[src/rtl/core/emc_pkg.sv]
// Package: widths, pipeline geometry, kind codes, register indices and item record
package emc_pkg;

  localparam int W       = 16;
  localparam int SPS     = 2;
  localparam int PAIRS   = W / SPS;
  localparam int ROUNDS  = W + 2;
  localparam int NSTAGE  = ROUNDS * PAIRS;
  localparam int RND_W   = $clog2(ROUNDS);
  localparam int PAIR_W  = $clog2(PAIRS);
  localparam int IDX_W   = $clog2(W);

  typedef enum logic [1:0] {
    KIND_KEY = 2'd0,
    KIND_ENC = 2'd1,
    KIND_DEC = 2'd2,
    KIND_NONE = 2'd3
  } kind_t;

  typedef enum logic [1:0] {
    REG_MODULUS = 2'd0,
    REG_GENERATOR = 2'd1,
    REG_PRIVATE = 2'd2,
    REG_PUBLIC = 2'd3
  } reg_idx_t;

  typedef struct packed {
    logic [1:0]          kind;
    logic                zero;
    logic                status;
    logic [W-1:0]        e;
    logic [W-1:0]        msg;
    logic [W-1:0]        c2;
    logic [W-1:0]        ba;
    logic [W-1:0]        aa;
    logic [W-1:0]        bb;
    logic [W-1:0]        ab;
    logic [3:0][W-1:0]   r;
  } emc_item_t;

endpackage

[src/rtl/core/emc_stage.sv]
// One pipeline stage: two bit steps of up to four interleaved modular multiplications
module emc_stage (
  input  logic                      clk,
  input  logic                      rst_n,
  input  logic                      en,
  input  logic [emc_pkg::RND_W-1:0]  rnd,
  input  logic [emc_pkg::PAIR_W-1:0] pair,
  input  logic [emc_pkg::W-1:0]      p,
  input  logic                      in_vld,
  input  emc_pkg::emc_item_t        in_item,
  output logic                      out_vld,
  output emc_pkg::emc_item_t        out_item
);
  import emc_pkg::*;

  function automatic logic [W-1:0] mstep(input logic [W-1:0] r, input logic [W-1:0] a,
                                         input logic b, input logic [W-1:0] m);
    logic [W:0] t;
    t = {r, 1'b0};
    if (t >= {1'b0, m}) t = t - {1'b0, m};
    if (b) t = t + {1'b0, a};
    if (t >= {1'b0, m}) t = t - {1'b0, m};
    return t[W-1:0];
  endfunction

  emc_item_t it;
  logic [IDX_W-1:0] bp;
  logic [IDX_W-1:0] ei;
  logic vld_r;
  emc_item_t item_r;

  always_comb begin
    it = in_item;
    bp = '0;
    ei = IDX_W'(rnd - RND_W'(1));
    for (int t = 0; t < SPS; t++) begin
      bp = IDX_W'(W - 1 - (int'(pair) * SPS + t));
      if (pair == '0 && t == 0) begin
        it.r = '0;
      end
      if (rnd == '0) begin
        it.r[1] = mstep(it.r[1], W'(1), in_item.ba[bp], p);
        it.r[3] = mstep(it.r[3], W'(1), in_item.bb[bp], p);
      end else if (rnd <= RND_W'(W)) begin
        it.r[0] = mstep(it.r[0], in_item.aa, in_item.ba[bp], p);
        it.r[1] = mstep(it.r[1], in_item.ba, in_item.ba[bp], p);
        it.r[2] = mstep(it.r[2], in_item.ab, in_item.bb[bp], p);
        it.r[3] = mstep(it.r[3], in_item.bb, in_item.bb[bp], p);
      end else begin
        it.r[0] = mstep(it.r[0], in_item.aa, in_item.c2[bp], p);
        it.r[2] = mstep(it.r[2], in_item.ab, in_item.msg[bp], p);
      end
    end
    if (pair == PAIR_W'(PAIRS - 1)) begin
      if (rnd == '0) begin
        it.ba = it.r[1];
        it.bb = it.r[3];
      end else if (rnd <= RND_W'(W)) begin
        if (in_item.e[ei]) begin
          it.aa = it.r[0];
          it.ab = it.r[2];
        end
        it.ba = it.r[1];
        it.bb = it.r[3];
      end else begin
        if (in_item.kind == KIND_DEC) it.aa = it.r[0];
        it.ab = it.r[2];
      end
    end
  end

  always_ff @(posedge clk) begin
    if (!rst_n) begin
      vld_r <= 1'b0;
    end else if (en) begin
      vld_r <= in_vld;
    end
  end

  always_ff @(posedge clk) begin
    if (en) begin
      item_r <= it;
    end
  end

  assign out_vld  = vld_r;
  assign out_item = item_r;

endmodule

[config.mk]
export PLATFORM = sky130hd
export DESIGN_NAME = emc_stage
export DESIGN_NICKNAME = d
export VERILOG_FILES = /design/src/rtl/core/emc_pkg.sv /design/src/rtl/core/emc_stage.sv
export SDC_FILE = /design/constraint.sdc
export NUM_CORES = 2
export LEC_CHECK = 0
export BUFFER_PORTS_ARGS = -buffer_cell sky130_fd_sc_hd__buf_2
export CORE_MARGIN = 5
export CORE_UTILIZATION = 49
export DETAILED_ROUTE_END_ITERATION = 16
export GPL_ROUTABILITY_DRIVEN = 0
export PLACE_DENSITY = 0.68
export SETUP_SLACK_MARGIN = 0.2
export SLEW_MARGIN = 20
export SYNTH_ARGS = -nofsm -noshare
export SYNTH_HDL_FRONTEND = slang
export SYNTH_SLANG_ARGS = --single-unit
[constraint.sdc]
create_clock -name clk -period 21.2 [get_ports clk]
set_input_delay 2.12 -clock clk [delete_from_list [all_inputs] [get_ports clk]]
set_output_delay 2.12 -clock clk [all_outputs]
set_load 0.05 [all_outputs]
Word-level counts from Yosys, hierarchy flattened

Cells that the tools add are included.

Output and inout bits: 181
Word-level logic and storage cells: 234
Bits in registers: 181

Equal/unequal tests: 2
Muxes and demuxes: 143
Reductions and logical operators: 2
Magnitude comparators: 28
$add $sub $neg: 44

Operators with widths:

| cell                  | count |
|---|---|
| $mux 17               | 80 |
| $mux 16               | 43 |
| $ge 17x16->1          | 24 |
| $sub 16x16->16        | 16 |
| $add 17x16->17        | 12 |
| $sub 17x16->17        | 8 |
| $mux 64               | 2 |
| $add 17x1->17 const B | 4 |
| $bmux 1 s4            | 9 |
| $lt 4x5->1 const B    | 3 |
| $mux 1                | 9 |
| $sub 4x4->4 const A   | 2 |
| $le 5x5->1 const B    | 1 |
| $logic_not 5->1       | 1 |
| $add 4x1->4 const B   | 1 |
| $sub 4x1->4 const B   | 1 |
| $eq 3x3->1 const B    | 1 |
| $logic_not 3->1       | 1 |
| $eq 2x2->1 const B    | 1 |

Depth between registers and ports, before layout

Word-level depth: 30
Depth in mapped cells: 89
Gate-level depth less buffers: 76

Least setup slack after synthesis

No wires, ideal clock.

Path kind: input port to flip-flop
Start: input pair[0] in the netlist's numbering
End: register item_r, in the netlist out_item[64], data pin
Library setup time: 0.157 ns
Cell stages on the path: 83
Buffers on the path: 13
Arrival: 18.506 ns
Required time: 21.043 ns
Path slack: 2.537 ns
Cells stage by stage: clkbuf_2 > or3_1 > buf_6 > buf_2 > buf_2 > buf_2 > clkbuf_1 > clkbuf_1 > clkbuf_1 > and2_1 > ha_1 > a21o_1 > a21oi_1 > nand2_1 > o31a_1 > o311a_1 > or2_2 > o21ai_0 > [... 47 more ...] > xnor2_1 > nand2_1 > o21ai_0 > ha_1 > or3_1 > o21ai_0 > a31oi_1 > a31o_2 > a31o_2 > a211o_1 > or3b_2 > mux2i_1 > or2_2 > clkbuf_1 > clkbuf_1 > mux2i_1 > o32ai_1 > nor3_1

RTL lines:

| what                 | RTL line        | text |
|---|---|---|
| start, declared      | emc_stage.sv:7  | `input logic [emc_pkg::PAIR_W-1:0] pair,` |
| end signal, assigned | emc_stage.sv:82 | `item_r <= it;` |
| end, declared        | emc_stage.sv:30 | `emc_item_t item_r;` |

==> flow_summary.yaml <==
setup_path:
  slowest_delay_ps: 580
  r2r-start: "out_vld$_SDFFE_PN0P_"
  critPathSlowestCell: "or3_4"
  start_kind: "input pin"
  end_kind: "flop"
  r2r_slack_ps: 20600
  crit_type: "in2reg"
  worst_r2r_path_depth: 2
  cp.required_ps: 21410
  timing.rr.end: "out_vld$_SDFFE_PN0P_"
  cp.arrival_ps: 20200
  crit_fanout: 38
global_routing:
  grtUsageMet3_pct: 10.57
  grt_first_pass_wirelength_um: 264000
  grt_pass1_vias: 43050
  busiest_layer: "met2"
  antenna_found_initial: 9
  gr-usage-met2_pct: 55.46
  grt.met1_usage_pct: 48.10
  gr-total-overflow: 0
  grt_max_degree: 72
  grtUsageTotal_pct: 37.69
yosys:
  synth_top_area_share_pct: 15.37
  synth-seq-cells: 181
  ys_seq_area_share_pct: 12.86
  postSynthAreaPerCell_um2: 7.689
  yosys_most_used_dff: "edfxtp_1"
  yosysMostFrequentCell: "ha_1"
  synth_edf_count: 180
  post-synth-top-area-cell: "ha_1"
  synth_common_cells: "ha_1, nand2_1, o21ai_0, nor2_1, a21oi_1"
  syn_inst: 5485
  synth_area_leaders: "ha_1, edfxtp_1, xnor2_1"
  yosysUniqueCellTypes: 109
  async_flop_share_pct: 0
  synth.cell_area_um2: 42180
  yosysWarningCount: 0
  syn_nets: 6243
cts:
  clock_latency_ps: 540
  cts.clk_slew.worst_paths_ps: 110
  clock_sinks: 181
  cts_buffers: 17
  htree_levels: 4
  tritoncts: "yes"
  clk_path_buf_depth: 2
  cts-root-buf: "clkbuf_16"
layout:
  area_growth_syn_to_layout_pct: 9.336
  drive_gt1_share_pct: 13.56
  nets: 6535
detailed_routing:
  first_pass_iters: 9
  via_count: 47180
  routed_wl_um: 184000
  wire_per_inst_um: 26.51
  first_iter_violations: 6345
  vias_per_cell: 6.795
  ant_nets: 0
  post-route-drc-count: 0
sta:
  max_freq_mhz: 50.01
  fin_crit_ps: 20000
  finClkSkew_ps: 0
  finalSetupViolCount: 0
  finalCritPeriodShare_pct: 94.32
  maxSlewViolCount: 0
  worst_slew_pin_slew_ps: 1172
  final-hold-violation-count: 0
  rsz0062_at_grt: "true"
  slew_headroom_pct: 21.17
  finalSetupTns_ps: 0
min_path:
  min_path_cells: 2
  timing.hold.worst.start: "out_vld$_SDFFE_PN0P_"
  hold_class: "reg2reg"
  hold_end: "out_vld$_SDFFE_PN0P_"
floorplanning:
  die-area_um2: 92040
  core_area_um2: 85280
  rows: 107
  dieHeight_um: 303.4
  ioPinCount: 389
  die_w_um: 303.4
  start_util_pct: 49.45
status:
  outcome: "finished clean"
place:
  portBuffers: 388
  hpwl_um: 141700
job:
  drv_cap: 0
==> sequential cells by signal, indices dropped and copies added (netlist names) <==
name,flops
out_item,180
out_vld,1
==> worst max-delay path by stage <==
stage	start	end	slack, ps	cells past startpoint
6_report	pair[2]	out_item[97]$_DFFE_PP_	1200	74
5_1_grt	pair[2]	out_item[112]$_DFFE_PP_	100	72
4_1_cts	pair[2]	out_item[112]$_DFFE_PP_	1370	70
3_5_place_dp	pair[2]	out_item[112]$_DFFE_PP_	880	70
3_3_place_gp	pair[2]	out_item[112]$_DFFE_PP_	990	71
2_1_floorplan	pair[0]	out_item[64]$_DFFE_PP_	2540	83
==> through the flow <==
step / cells / hold slack, ps / util [%] / setup WS, ps / instance area, um^2
CTS: 6931 / 531.3 / 53.98 / 1369 / 46030
finish: 6943 / 531.9 / 54.07 / 1204 / 46110
detailed placement: 6899 / 507.5 / 53.30 / 882.0 / 45460
global route: 6934 / 568.6 / 54.05 / 97.84 / 46090
floorplan: 5485 / 742.9 / - / 2537 / 42180
global placement: 6899 / 499.1 / 53.30 / 990.8 / 45460
==> worst max-delay path: cells and delay by family <==
family                   cells  cell delay (ps)
buffers and inverters        5              480
XOR/XNOR                     2              280
adder cells (fa/ha/maj)      6             1850
AND/OR/NAND/NOR             13             3080
AO/OA/AOI/OAI               43            10460
multiplexers                 5             1870
==> placed cells by master (no fill, tap or decap), drive strengths merged, types with 180 or more instances in the layout <==
cell type    n
ha         518
nand2      499
buf        468
o21ai      404
nor2       391
a21oi      390
inv        338
xnor2      279
mux2i      206
edfxtp     180
==> area by class of cell <==
| class | count | area [um^2] |
|---|---|---|
| Tap cell | 1144 | 1431 |
| Timing Repair Buffer | 469 | 2571 |
| Inverter | 337 | 1265 |
| Clock inverter | 14 | 143.9 |
| Antenna cell | 9 | 22.52 |
| Sequential cell | 181 | 5425 |
| Fill cell | 8255 | 39170 |
| Clock buffer | 18 | 429.2 |
| Multi-Input combinational cell | 4771 | 34820 |
==> metal layers <==
layer / vias up / wire length (um)
met5: - / 13
met4: 2 / 15280
met3: 843 / 25080
met2: 3262 / 74240
met1: 21810 / 69430
li1: 21260 / -
==> cells by family after synthesis <==
family	synth area share [%]
buf+inv	4.913
simple gates	19.34
mux	9.713
fa+ha+maj	16.93
xor+xnor	8.304
compound gates	27.93
flops	12.86
==> timing repair <==
| item | 4_1_cts | 5_1_grt |
|---|---|---|
| endpoints found under the setup margin | 0 | 75 |
| hold buffers | 0 | 0 |
| resized for setup | 0 | 9 |
| buffers inserted | 0 | 3 |
Power is left out: the tool's default activity adds up to more than one toggle a clock period on the data nets, which glitch-free logic cannot reach.
